## config.mk

```make
export PLATFORM = sky130hd
export DESIGN_NAME = slot_array_table_flat
export DESIGN_NICKNAME = d
export VERILOG_FILES = /design/src/sat_pkg.sv /design/src/sat_item_if.sv /design/src/sat_result_if.sv /design/src/sat_ram.sv /design/src/sat_ctrl.sv /design/src/sat_dpath.sv /design/src/slot_array_table.sv /design/src/flat_wrapper.sv
export SDC_FILE = /design/constraint.sdc
export NUM_CORES = 1
export LEC_CHECK = 0
export ABC_AREA = 0
export BUFFER_PORTS_ARGS = -buffer_cell sky130_fd_sc_hd__buf_2
export CORE_UTILIZATION = 25
export DETAILED_ROUTE_END_ITERATION = 10
export PLACE_DENSITY_LB_ADDON = 0.25
export SLEW_MARGIN = 20
export SYNTH_ARGS = -nofsm -noshare
export SYNTH_HDL_FRONTEND = slang
export SYNTH_SLANG_ARGS = --single-unit
```

## constraint.sdc

```tcl
create_clock -name clk -period 16.3 [get_ports clk]
set_input_delay 0 -clock clk [delete_from_list [all_inputs] [get_ports clk]]
set_output_delay 0 -clock clk [all_outputs]
set_load 0.01 [all_outputs]
```

## src/sat_pkg.sv

```systemverilog
`default_nettype none

package sat_pkg;

    // Fixed field widths of the item and result payloads.
    localparam int FUNC_W      = 3;
    localparam int FIELD_IDX_W = 5;
    localparam int VALUE_W     = 32;
    localparam int STATUS_W    = 3;
    localparam int CFG_W       = 5;

    localparam logic [CFG_W-1:0] SIZE_RESET = 5'd16;

    typedef enum logic [FUNC_W-1:0] {
        FN_INSERT  = 3'd0,
        FN_EXCLUDE = 3'd1,
        FN_PUSH    = 3'd2,
        FN_UPDATE  = 3'd3,
        FN_ERASE   = 3'd4,
        FN_SWAP    = 3'd5,
        FN_REVERSE = 3'd6,
        FN_DUMP    = 3'd7
    } func_t;

    typedef enum logic [STATUS_W-1:0] {
        ST_OK       = 3'd0,
        ST_OCCUPIED = 3'd1,
        ST_INVALID  = 3'd2,
        ST_EMPTY    = 3'd3,
        ST_FULL     = 3'd4,
        ST_NOT_SET  = 3'd5
    } stat_t;

    typedef enum logic [3:0] {
        S_IDLE,
        S_EXEC,
        S_RD_A,
        S_RD_B,
        S_WR_A,
        S_WR_B,
        S_FIN,
        S_DUMP_RD,
        S_DUMP_EM
    } state_t;

    // Slot write source.
    typedef enum logic [2:0] {
        WR_NONE,
        WR_VAL_A,
        WR_VAL_PUSH,
        WR_CLR_A,
        WR_SWAP_A,
        WR_SWAP_B
    } wr_sel_t;

    // Pair/scan address setup.
    typedef enum logic [1:0] {
        AI_NONE,
        AI_SWAP,
        AI_REV,
        AI_ZERO
    } addr_init_t;

    typedef struct packed {
        logic       in_ready;
        logic       load_item;
        logic       rd_a;
        logic       rd_b;
        logic       cap_tmp;
        wr_sel_t    wr_sel;
        logic       erase;
        addr_init_t addr_init;
        logic       addr_step;
        logic       addr_inc;
        logic       emit;
        logic       emit_dump;
        stat_t      emit_status;
    } ctl_cmd_t;

    typedef struct packed {
        logic  in_valid;
        func_t func;
        logic  a_bad;
        logic  b_bad;
        logic  occ_a;
        logic  full;
        logic  n_lt2;
        logic  pair_more;
        logic  dump_last;
        logic  out_free;
    } dp_stat_t;

endpackage

`default_nettype wire

```

## src/sat_item_if.sv

```systemverilog
`default_nettype none

interface sat_item_if import sat_pkg::*; ();
    logic                      valid;
    logic                      ready;
    logic [FUNC_W-1:0]         func;
    logic [FIELD_IDX_W-1:0]    index_a;
    logic [FIELD_IDX_W-1:0]    index_b;
    logic signed [VALUE_W-1:0] value;

    modport source (output valid, func, index_a, index_b, value, input ready);
    modport sink   (input valid, func, index_a, index_b, value, output ready);
endinterface

`default_nettype wire

```

## src/sat_result_if.sv

```systemverilog
`default_nettype none

interface sat_result_if import sat_pkg::*; ();
    logic                      valid;
    logic                      ready;
    logic [STATUS_W-1:0]       status;
    logic signed [VALUE_W-1:0] data;
    logic                      last;

    modport source (output valid, status, data, last, input ready);
    modport sink   (input valid, status, data, last, output ready);
endinterface

`default_nettype wire

```

## src/sat_ram.sv

```systemverilog
`default_nettype none

module sat_ram #(
    parameter  int WIDTH = 32,
    parameter  int DEPTH = 16,
    localparam int AW    = (DEPTH > 1) ? $clog2(DEPTH) : 1
) (
    input  wire logic             clk,
    input  wire logic             we,
    input  wire logic [AW-1:0]    waddr,
    input  wire logic [WIDTH-1:0] wdata,
    input  wire logic             re,
    input  wire logic [AW-1:0]    raddr,
    output logic      [WIDTH-1:0] rdata
);

    logic [WIDTH-1:0] mem [DEPTH];

    always_ff @(posedge clk)
    begin
        if (we)
        begin
            mem[waddr] <= wdata;
        end
        if (re)
        begin
            rdata <= mem[raddr];
        end
    end

endmodule

`default_nettype wire

```

## src/sat_ctrl.sv

```systemverilog
`default_nettype none

module sat_ctrl import sat_pkg::*; (
    input  wire logic     clk,
    input  wire logic     rst_n,
    input  wire dp_stat_t st,
    output ctl_cmd_t      cmd
);

    state_t state_reg;
    state_t state_next;

    always_ff @(posedge clk or negedge rst_n)
    begin
        if (!rst_n)
        begin
            state_reg <= S_IDLE;
        end
        else
        begin
            state_reg <= state_next;
        end
    end

    // next state
    always_comb
    begin
        state_next = state_reg;
        case (state_reg)
            S_IDLE:
            begin
                if (st.in_valid)
                begin
                    state_next = S_EXEC;
                end
            end
            S_EXEC:
            begin
                case (st.func)
                    FN_SWAP:
                    begin
                        if (st.a_bad || st.b_bad)
                        begin
                            if (st.out_free)
                            begin
                                state_next = S_IDLE;
                            end
                        end
                        else
                        begin
                            state_next = S_RD_A;
                        end
                    end
                    FN_REVERSE:
                    begin
                        if (st.n_lt2)
                        begin
                            if (st.out_free)
                            begin
                                state_next = S_IDLE;
                            end
                        end
                        else
                        begin
                            state_next = S_RD_A;
                        end
                    end
                    FN_DUMP:
                    begin
                        state_next = S_DUMP_RD;
                    end
                    default:
                    begin
                        if (st.out_free)
                        begin
                            state_next = S_IDLE;
                        end
                    end
                endcase
            end
            S_RD_A:
            begin
                state_next = S_RD_B;
            end
            S_RD_B:
            begin
                state_next = S_WR_A;
            end
            S_WR_A:
            begin
                state_next = S_WR_B;
            end
            S_WR_B:
            begin
                if (st.func == FN_REVERSE && st.pair_more)
                begin
                    state_next = S_RD_A;
                end
                else
                begin
                    state_next = S_FIN;
                end
            end
            S_FIN:
            begin
                if (st.out_free)
                begin
                    state_next = S_IDLE;
                end
            end
            S_DUMP_RD:
            begin
                state_next = S_DUMP_EM;
            end
            S_DUMP_EM:
            begin
                if (st.out_free)
                begin
                    state_next = st.dump_last ? S_IDLE : S_DUMP_RD;
                end
            end
            default:
            begin
                state_next = S_IDLE;
            end
        endcase
    end

    // commands
    always_comb
    begin
        cmd = '0;
        case (state_reg)
            S_IDLE:
            begin
                cmd.in_ready  = 1'b1;
                cmd.load_item = st.in_valid;
            end
            S_EXEC:
            begin
                case (st.func)
                    FN_INSERT:
                    begin
                        if (st.out_free)
                        begin
                            cmd.emit = 1'b1;
                            if (st.a_bad)
                            begin
                                cmd.emit_status = ST_INVALID;
                            end
                            else if (st.occ_a)
                            begin
                                cmd.emit_status = ST_OCCUPIED;
                            end
                            else
                            begin
                                cmd.emit_status = ST_OK;
                                cmd.wr_sel      = WR_VAL_A;
                            end
                        end
                    end
                    FN_EXCLUDE:
                    begin
                        if (st.out_free)
                        begin
                            cmd.emit = 1'b1;
                            if (st.a_bad)
                            begin
                                cmd.emit_status = ST_INVALID;
                            end
                            else if (!st.occ_a)
                            begin
                                cmd.emit_status = ST_EMPTY;
                            end
                            else
                            begin
                                cmd.emit_status = ST_OK;
                                cmd.wr_sel      = WR_CLR_A;
                            end
                        end
                    end
                    FN_PUSH:
                    begin
                        if (st.out_free)
                        begin
                            cmd.emit = 1'b1;
                            if (st.full)
                            begin
                                cmd.emit_status = ST_FULL;
                            end
                            else
                            begin
                                cmd.emit_status = ST_OK;
                                cmd.wr_sel      = WR_VAL_PUSH;
                            end
                        end
                    end
                    FN_UPDATE:
                    begin
                        if (st.out_free)
                        begin
                            cmd.emit = 1'b1;
                            if (st.a_bad)
                            begin
                                cmd.emit_status = ST_INVALID;
                            end
                            else if (!st.occ_a)
                            begin
                                cmd.emit_status = ST_NOT_SET;
                            end
                            else
                            begin
                                cmd.emit_status = ST_OK;
                                cmd.wr_sel      = WR_VAL_A;
                            end
                        end
                    end
                    FN_ERASE:
                    begin
                        if (st.out_free)
                        begin
                            cmd.emit        = 1'b1;
                            cmd.emit_status = ST_OK;
                            cmd.erase       = 1'b1;
                        end
                    end
                    FN_SWAP:
                    begin
                        if (st.a_bad || st.b_bad)
                        begin
                            if (st.out_free)
                            begin
                                cmd.emit        = 1'b1;
                                cmd.emit_status = ST_INVALID;
                            end
                        end
                        else
                        begin
                            cmd.addr_init = AI_SWAP;
                        end
                    end
                    FN_REVERSE:
                    begin
                        if (st.n_lt2)
                        begin
                            if (st.out_free)
                            begin
                                cmd.emit        = 1'b1;
                                cmd.emit_status = ST_OK;
                            end
                        end
                        else
                        begin
                            cmd.addr_init = AI_REV;
                        end
                    end
                    FN_DUMP:
                    begin
                        cmd.addr_init = AI_ZERO;
                    end
                    default:
                    begin
                        cmd.addr_init = AI_NONE;
                    end
                endcase
            end
            S_RD_A:
            begin
                cmd.rd_a = 1'b1;
            end
            S_RD_B:
            begin
                cmd.rd_b    = 1'b1;
                cmd.cap_tmp = 1'b1;
            end
            S_WR_A:
            begin
                cmd.wr_sel = WR_SWAP_A;
            end
            S_WR_B:
            begin
                cmd.wr_sel    = WR_SWAP_B;
                cmd.addr_step = (st.func == FN_REVERSE) && st.pair_more;
            end
            S_FIN:
            begin
                if (st.out_free)
                begin
                    cmd.emit        = 1'b1;
                    cmd.emit_status = ST_OK;
                end
            end
            S_DUMP_RD:
            begin
                cmd.rd_a = 1'b1;
            end
            S_DUMP_EM:
            begin
                if (st.out_free)
                begin
                    cmd.emit      = 1'b1;
                    cmd.emit_dump = 1'b1;
                    cmd.addr_inc  = !st.dump_last;
                end
            end
            default:
            begin
                cmd = '0;
            end
        endcase
    end

endmodule

`default_nettype wire

```

## src/sat_dpath.sv

```systemverilog
`default_nettype none

module sat_dpath import sat_pkg::*; #(
    parameter int SLOTS = 16
) (
    input  wire logic             clk,
    input  wire logic             rst_n,
    input  wire logic             cfg_wr_en,
    input  wire logic [CFG_W-1:0] cfg_wr_data,
    sat_item_if.sink              item_ch,
    sat_result_if.source          result_ch,
    input  wire ctl_cmd_t         cmd,
    output dp_stat_t              st
);

    localparam int AW = $clog2(SLOTS);
    localparam int NW = $clog2(SLOTS + 1);
    localparam int CW = (NW > FIELD_IDX_W) ? NW : FIELD_IDX_W;

    logic [CFG_W-1:0]   active_size_reg;
    logic [CW-1:0]      as_ext;
    logic [NW-1:0]      n_eff;
    logic [NW-1:0]      n_m1;
    logic [SLOTS-1:0]   range_mask;

    func_t              func_reg;
    logic [CW-1:0]      ia_reg;
    logic [CW-1:0]      ib_reg;
    logic [VALUE_W-1:0] val_reg;
    logic [AW-1:0]      ia_idx;

    logic [SLOTS-1:0]   occ_reg;
    logic [SLOTS-1:0]   free_vec;
    logic [SLOTS-1:0]   low_vec;
    logic [AW-1:0]      push_idx;

    logic [AW-1:0]      addr_a_reg;
    logic [AW-1:0]      addr_b_reg;
    logic [VALUE_W-1:0] tmp_val_reg;
    logic               tmp_occ_reg;

    logic               ram_we;
    logic [AW-1:0]      ram_waddr;
    logic [VALUE_W-1:0] ram_wdata;
    logic               ram_re;
    logic [AW-1:0]      ram_raddr;
    logic [VALUE_W-1:0] ram_rdata;

    logic               out_valid_reg;
    stat_t              out_status_reg;
    logic [VALUE_W-1:0] out_data_reg;
    logic               out_last_reg;
    logic               out_free;

    // size register
    always_ff @(posedge clk or negedge rst_n)
    begin
        if (!rst_n)
        begin
            active_size_reg <= SIZE_RESET;
        end
        else if (cfg_wr_en)
        begin
            active_size_reg <= cfg_wr_data;
        end
    end

    // effective size: zero acts as one, clamp to SLOTS
    always_comb
    begin
        as_ext = CW'(active_size_reg);
        if (active_size_reg == '0)
        begin
            n_eff = NW'(1);
        end
        else if (as_ext > CW'(SLOTS))
        begin
            n_eff = NW'(SLOTS);
        end
        else
        begin
            n_eff = as_ext[NW-1:0];
        end
        n_m1 = n_eff - NW'(1);
        for (int i = 0; i < SLOTS; i++)
        begin
            range_mask[i] = NW'(i) < n_eff;
        end
    end

    // item capture
    always_ff @(posedge clk)
    begin
        if (cmd.load_item)
        begin
            func_reg <= func_t'(item_ch.func);
            ia_reg   <= CW'(item_ch.index_a);
            ib_reg   <= CW'(item_ch.index_b);
            val_reg  <= item_ch.value;
        end
    end

    assign ia_idx = ia_reg[AW-1:0];

    // first empty slot: isolate lowest set bit of the free vector
    always_comb
    begin
        free_vec = ~occ_reg & range_mask;
        low_vec  = free_vec & (~free_vec + SLOTS'(1));
        push_idx = '0;
        for (int i = 0; i < SLOTS; i++)
        begin
            if (low_vec[i])
            begin
                push_idx = push_idx | AW'(i);
            end
        end
    end

    // pair / scan addresses
    always_ff @(posedge clk)
    begin
        case (cmd.addr_init)
            AI_SWAP:
            begin
                addr_a_reg <= ia_reg[AW-1:0];
                addr_b_reg <= ib_reg[AW-1:0];
            end
            AI_REV:
            begin
                addr_a_reg <= '0;
                addr_b_reg <= n_m1[AW-1:0];
            end
            AI_ZERO:
            begin
                addr_a_reg <= '0;
            end
            default:
            begin
                if (cmd.addr_step)
                begin
                    addr_a_reg <= addr_a_reg + AW'(1);
                    addr_b_reg <= addr_b_reg - AW'(1);
                end
                else if (cmd.addr_inc)
                begin
                    addr_a_reg <= addr_a_reg + AW'(1);
                end
            end
        endcase
    end

    always_ff @(posedge clk)
    begin
        if (cmd.cap_tmp)
        begin
            tmp_val_reg <= ram_rdata;
            tmp_occ_reg <= occ_reg[addr_a_reg];
        end
    end

    // slot storage ports
    always_comb
    begin
        ram_re    = cmd.rd_a || cmd.rd_b;
        ram_raddr = cmd.rd_b ? addr_b_reg : addr_a_reg;
        ram_we    = 1'b0;
        ram_waddr = ia_idx;
        ram_wdata = val_reg;
        case (cmd.wr_sel)
            WR_VAL_A:
            begin
                ram_we = 1'b1;
            end
            WR_VAL_PUSH:
            begin
                ram_we    = 1'b1;
                ram_waddr = push_idx;
            end
            WR_SWAP_A:
            begin
                ram_we    = 1'b1;
                ram_waddr = addr_a_reg;
                ram_wdata = ram_rdata;
            end
            WR_SWAP_B:
            begin
                ram_we    = 1'b1;
                ram_waddr = addr_b_reg;
                ram_wdata = tmp_val_reg;
            end
            default:
            begin
                ram_we = 1'b0;
            end
        endcase
    end

    sat_ram #(
        .WIDTH (VALUE_W),
        .DEPTH (SLOTS)
    ) u_ram (
        .clk   (clk),
        .we    (ram_we),
        .waddr (ram_waddr),
        .wdata (ram_wdata),
        .re    (ram_re),
        .raddr (ram_raddr),
        .rdata (ram_rdata)
    );

    // occupancy flags; a clear flag reads as an empty slot
    always_ff @(posedge clk or negedge rst_n)
    begin
        if (!rst_n)
        begin
            occ_reg <= '0;
        end
        else
        begin
            case (cmd.wr_sel)
                WR_VAL_A:
                begin
                    occ_reg[ia_idx] <= |val_reg;
                end
                WR_VAL_PUSH:
                begin
                    occ_reg[push_idx] <= |val_reg;
                end
                WR_CLR_A:
                begin
                    occ_reg[ia_idx] <= 1'b0;
                end
                WR_SWAP_A:
                begin
                    occ_reg[addr_a_reg] <= occ_reg[addr_b_reg];
                end
                WR_SWAP_B:
                begin
                    occ_reg[addr_b_reg] <= tmp_occ_reg;
                end
                default:
                begin
                    if (cmd.erase)
                    begin
                        occ_reg <= occ_reg & ~range_mask;
                    end
                end
            endcase
        end
    end

    // result register
    assign out_free = !out_valid_reg || result_ch.ready;

    always_ff @(posedge clk or negedge rst_n)
    begin
        if (!rst_n)
        begin
            out_valid_reg <= 1'b0;
        end
        else if (cmd.emit)
        begin
            out_valid_reg <= 1'b1;
        end
        else if (result_ch.ready)
        begin
            out_valid_reg <= 1'b0;
        end
    end

    always_ff @(posedge clk)
    begin
        if (cmd.emit)
        begin
            if (cmd.emit_dump)
            begin
                out_status_reg <= ST_OK;
                out_data_reg   <= occ_reg[addr_a_reg] ? ram_rdata : '0;
                out_last_reg   <= st.dump_last;
            end
            else
            begin
                out_status_reg <= cmd.emit_status;
                out_data_reg   <= '0;
                out_last_reg   <= 1'b1;
            end
        end
    end

    assign item_ch.ready    = cmd.in_ready;
    assign result_ch.valid  = out_valid_reg;
    assign result_ch.status = out_status_reg;
    assign result_ch.data   = out_data_reg;
    assign result_ch.last   = out_last_reg;

    // status to controller
    always_comb
    begin
        st.in_valid  = item_ch.valid;
        st.func      = func_reg;
        st.a_bad     = ia_reg >= CW'(n_eff);
        st.b_bad     = ib_reg >= CW'(n_eff);
        st.occ_a     = occ_reg[ia_idx];
        st.full      = ~|free_vec;
        st.n_lt2     = n_eff < NW'(2);
        st.pair_more = ({1'b0, addr_a_reg} + (AW+1)'(2)) < {1'b0, addr_b_reg};
        st.dump_last = NW'(addr_a_reg) == n_m1;
        st.out_free  = out_free;
    end

    a_emit_free: assert property (@(posedge clk) disable iff (!rst_n)
        cmd.emit |-> out_free)
        else $error("result loaded while output register still held");

    a_waddr_range: assert property (@(posedge clk) disable iff (!rst_n)
        ram_we |-> ({1'b0, ram_waddr} < (AW+1)'(SLOTS)))
        else $error("slot write beyond table depth");

    a_erase_clears: assert property (@(posedge clk) disable iff (!rst_n)
        cmd.erase |=> ((occ_reg & $past(range_mask)) == '0))
        else $error("erase left an occupied slot in the active range");

endmodule

`default_nettype wire

```

## src/slot_array_table.sv

```systemverilog
// Insert, exclude, push, update, erase, bad swap, reverse of one slot: the execute state loads
//   the result once the output register is free; the next item is taken back in idle.
// Swap: read A, read B, write A, write B, then the result. Reverse: the same pair steps from
//   both ends inward over the effective size. Dump: read one slot, then emit it when the
//   output register is free, slot by slot. Pair ops are bound by the single RAM read port.
// Reset (rst_n low, async): controller idle, active size 16, all occupancy flags cleared
//   at once so every slot reads empty; no clearing pass, the item channel is ready at once.
`default_nettype none

module slot_array_table import sat_pkg::*; #(
    parameter int SLOTS = 16
) (
    input  wire logic             clk,
    input  wire logic             rst_n,
    input  wire logic             cfg_wr_en,
    input  wire logic [CFG_W-1:0] cfg_wr_data,
    sat_item_if.sink              item_ch,
    sat_result_if.source          result_ch
);

    // Control path: the controller sequences each item through the datapath.
    // Single-slot ops are decided from the occupancy flags alone, so they write
    // and report from execute once the output is free. Swap and reverse share a
    // read-A / read-B / write-A / write-B pair sequence over one RAM read port;
    // reverse walks the pairs from both ends inward. Dump reads one slot, then
    // waits for the output register before presenting it with its last flag.
    ctl_cmd_t cmd;
    dp_stat_t st;

    sat_ctrl u_ctrl (
        .clk   (clk),
        .rst_n (rst_n),
        .st    (st),
        .cmd   (cmd)
    );

    // Datapath: size register, item registers, occupancy flags (a cleared flag
    // reads as zero), slot RAM, pair address counters, and the output register
    // that lets the next item be accepted while a result waits downstream.
    sat_dpath #(
        .SLOTS (SLOTS)
    ) u_dpath (
        .clk         (clk),
        .rst_n       (rst_n),
        .cfg_wr_en   (cfg_wr_en),
        .cfg_wr_data (cfg_wr_data),
        .item_ch     (item_ch),
        .result_ch   (result_ch),
        .cmd         (cmd),
        .st          (st)
    );

endmodule

`default_nettype wire
```

## src/flat_wrapper.sv

```systemverilog
// flat-port wrapper written by rule: the top's interface ports become plain ports
module slot_array_table_flat import sat_pkg::*;
#(
    parameter int SLOTS = 16
)
  (clk, rst_n, cfg_wr_en, cfg_wr_data, item_ch_valid, item_ch_func, item_ch_index_a, item_ch_index_b, item_ch_value, item_ch_ready, result_ch_valid, result_ch_status, result_ch_data, result_ch_last, result_ch_ready);
  sat_item_if item_ch_i ();
  sat_result_if result_ch_i ();
  input  wire logic clk;
  input  wire logic rst_n;
  input  wire logic cfg_wr_en;
  input  wire logic [CFG_W-1:0] cfg_wr_data;
  input wire logic [$bits(item_ch_i.valid)-1:0] item_ch_valid;
  input wire logic [$bits(item_ch_i.func)-1:0] item_ch_func;
  input wire logic [$bits(item_ch_i.index_a)-1:0] item_ch_index_a;
  input wire logic [$bits(item_ch_i.index_b)-1:0] item_ch_index_b;
  input wire logic [$bits(item_ch_i.value)-1:0] item_ch_value;
  output wire logic [$bits(item_ch_i.ready)-1:0] item_ch_ready;
  output wire logic [$bits(result_ch_i.valid)-1:0] result_ch_valid;
  output wire logic [$bits(result_ch_i.status)-1:0] result_ch_status;
  output wire logic [$bits(result_ch_i.data)-1:0] result_ch_data;
  output wire logic [$bits(result_ch_i.last)-1:0] result_ch_last;
  input wire logic [$bits(result_ch_i.ready)-1:0] result_ch_ready;
  assign item_ch_i.valid = item_ch_valid;
  assign item_ch_i.func = item_ch_func;
  assign item_ch_i.index_a = item_ch_index_a;
  assign item_ch_i.index_b = item_ch_index_b;
  assign item_ch_i.value = item_ch_value;
  assign item_ch_ready = item_ch_i.ready;
  assign result_ch_valid = result_ch_i.valid;
  assign result_ch_status = result_ch_i.status;
  assign result_ch_data = result_ch_i.data;
  assign result_ch_last = result_ch_i.last;
  assign result_ch_i.ready = result_ch_ready;
  slot_array_table #(.SLOTS(SLOTS)) u_core (.clk(clk), .rst_n(rst_n), .cfg_wr_en(cfg_wr_en), .cfg_wr_data(cfg_wr_data), .item_ch(item_ch_i), .result_ch(result_ch_i));
endmodule
```

==> impl_metrics.env <==
export IMPL_outcome="complete, no violations"
export IMPL_cts_setup_buffers=0
export IMPL_vias=17900
export IMPL_setup_tns_ps=0
export IMPL_viasPerCell=4.89
export IMPL_die_area_sq_um=121000
export IMPL_synthCells=1855
export IMPL_max_cap_violations=0
export IMPL_maxSlewViolCount=0
export IMPL_hold_viol=0
export IMPL_cts_resized=0
export IMPL_cts_root_buf="clkbuf_16"
export IMPL_max_clock_freq_ghz=0.155
export IMPL_worstSetupStartpointType="flop"
export IMPL_cp_data_required_time_ps=16560
export IMPL_largest_reg_flops=512
export IMPL_ioPinCount=93
export IMPL_antenna_found_initial=2
export IMPL_cts_buffers=75
export IMPL_critPathCaptureType="flop"
export IMPL_clkSinkCount=692
export IMPL_dpl_hpwl_mm=52.6
export IMPL_yosysTopAreaCell="edfxtp_1"
export IMPL_synthArstFlopShare_pct=3.76
export IMPL_max_slew_worst_pin_slew_ps=1110
export IMPL_critPathArrivalTime_ps=6720
export IMPL_synth_edf_count=666
export IMPL_fin_skew_ps=48.4
export IMPL_synth_top_cell_area_share_pct=66.8
export IMPL_min_path_type="input port to asynchronous set/reset pin"
export IMPL_die_x_um=348
export IMPL_drt_pass1_iter_count=5
export IMPL_syn_avg_cell_area_sq_um=16.1
export IMPL_syn_num_nets=1939
export IMPL_drive_gt1_share_pct=22.2
export IMPL_synthTopCellsByCount="666 x edfxtp_1, 171 x nand2_1, 141 x mux4_2, 90 x clkbuf_1, 69 x and2_1"
export IMPL_rsz0062_at_grt="no"
export IMPL_place_gp_congestion=0.832
export IMPL_synth_ff_type="edfxtp_1"
export IMPL_syn_area_sq_um=29900
export IMPL_holdWs_ps=46.6
export IMPL_wl_per_cell_um=24.2
export IMPL_ys_seq_area_share_pct=69.0
export IMPL_drc=0
export IMPL_grt_overflow_total=0
export IMPL_p_leak_uw=0.0117
export IMPL_track_usage_pct=14.6
export IMPL_synth_cell_types=75
export IMPL_coreArea_sq_um=118000
export IMPL_grt_max_degree=65
export IMPL_period_share_pct=39.7
export IMPL_yosys_cell_count_top_type="edfxtp_1"
export IMPL_grt_pass1_vias=18500
export IMPL_cts_max_level=3
export IMPL_die_h_um=348
export IMPL_clockBufferDepth=3
export IMPL_power_density_nw_per_um2=180
export IMPL_nets=2097
export IMPL_drt_wl_total_mm=88.9
export IMPL_finalSetupViolCount=0
export IMPL_clock_latency_ps=650
export IMPL_rows=126
export IMPL_area_growth_pct=19.2
export IMPL_grt_first_pass_wirelength_mm=130
export IMPL_synth_warning_count=0
export IMPL_slew_headroom_pct=25.8
export IMPL_initial_core_util_pct=25.3
export IMPL_post_route_min_period_ps=6470
export IMPL_crit_fanout=19
export IMPL_crit_type="flop to flop"
export IMPL_top_register="u_core.u_dpath.u_ram.mem"
export IMPL_portBuffers=92
export IMPL_ys_ff_latch=692
export IMPL_final_antenna_net_count=0
export IMPL_clk_pin_slew_ps=70
export IMPL_ir_drop_mv=0.0838
export IMPL_cts_tree="yes"
export IMPL_ff2ff_path_depth=15
export IMPL_drt_initial_drc_count=1702
export IMPL_synth_area_leaders="edfxtp_1 67%, mux4_2 11%, mux2i_1 2.2%"
==> layer usage <==
metal  vias up  wire (um)  GRT usage, %
li1       7708          -             -
met3       124       5040          2.10
met5         -          0             0
met4         0       1720          3.55
met2       643      41300          23.1
met1      9461      40800          20.9
==> logic make-up (layout without fill, tap and decap cells) <==
family	count (synthesis)	after routing	synth area share [%]
flip-flops	692	692	69.0
AND/OR/NAND/NOR	439	439	7.33
AO/OA/AOI/OAI	317	317	6.94
multiplexers	212	212	13.0
buffers and inverters	156	370	2.21
adder cells (fa/ha/maj)	29	29	1.21
XOR/XNOR	10	10	0.293
other	0	1	0
==> worst paths after layout <==
path	startpoint	to	slack (ps)
worst max-delay path	u_core.u_dpath.active_size_reg[3]$_DFFE_PN0P_	u_core.u_dpath.u_ram.mem[11][4]$_DFFE_PP_	9830
worst min-delay path	rst_n	u_core.u_dpath.occ_reg[13]$_DFFE_PN0P_	50
worst max register to register	u_core.u_dpath.active_size_reg[3]$_DFFE_PN0P_	u_core.u_dpath.u_ram.mem[11][4]$_DFFE_PP_	9830
worst min register to register	u_core.u_dpath.u_ram.rdata[29]$_DFFE_PP_	u_core.u_dpath.tmp_val_reg[29]$_DFFE_PP_	480
max in group asynchronous	rst_n	u_core.u_ctrl.state_reg[0]$_DFFE_PN0P_	15610
min in group clk	item_ch_value[10]	u_core.u_dpath.val_reg[10]$_DFFE_PP_	50
==> critical path: stages, from the launching register on <==
cell	delay (ps)
dfrtp_1	610
nor2_2	500
nand2_1	160
nor2_1	350
a21oi_1	200
inv_1	180
ha_1	210
nor4b_2	360
o21ai_1	300
nor3b_4	560
a31o_2	550
o22ai_1	160
a21oi_1	260
nand3_1	360
nor2_4	750
buf_4	540
==> per-stage QoR <==
step,setup slack [ps],area (sq um),std cells,utilization [%],total power [uW]
global route,9400,35700,3669,30.1,6720
CTS,9890,35700,3669,30.1,6490
global placement,9960,32500,3476,27.4,4650
floorplan,11090,29900,1855,-,3880
finish,9830,35700,3670,30.1,6430
detailed placement,9900,32500,3476,27.4,4670
==> power breakdown <==
group	internal, uW	switching, uW	total (uW)
Clock	1060	736	1790
Sequential	2480	211	2690
Combinational	694	1240	1940
Total	4230	2190	6430
==> cell type report <==
type,instances,area (sq um)
inverter,24,90.1
fill,11700,82700
timing repair buffer,213,1520
antenna,1,2.50
tap,1600,2000
clock inverter,49,664
clock buffer,84,1910
sequential,692,20700
multi-input combinational,1007,8830
==> repair_timing <==
item                       CTS  global route
hold buffers                60             0
setup endpoints to repair    0             0
hold endpoints to repair    80             0
==> cells in the final DEF (no fill, tap or decap), types with 10 or more instances in the layout <==
| cell type | n |
|---|---|
| a211oi_1 | 38 |
| a21oi_1 | 65 |
| a311oi_1 | 14 |
| a31oi_1 | 50 |
| and2_1 | 68 |
| buf_2 | 92 |
| buf_4 | 61 |
| bufinv_16 | 13 |
| clkbuf_16 | 75 |
| clkinv_1 | 16 |
| clkinv_2 | 12 |
| dfrtp_1 | 24 |
| dlygate4sd3_1 | 60 |
| edfxtp_1 | 666 |
| ha_1 | 29 |
| inv_1 | 24 |
| mux2i_1 | 65 |
| mux4_2 | 141 |
| nand2_1 | 171 |
| nand3_1 | 40 |
| nor2_1 | 39 |
| nor2_4 | 16 |
| nor2b_1 | 11 |
| nor3_1 | 15 |
| nor4_1 | 20 |
| o211ai_1 | 11 |
| o21ai_0 | 38 |
| o21ai_1 | 21 |
| o22ai_1 | 19 |
| or3_1 | 10 |
No activity file was read; power rests on OpenSTA's default activity.
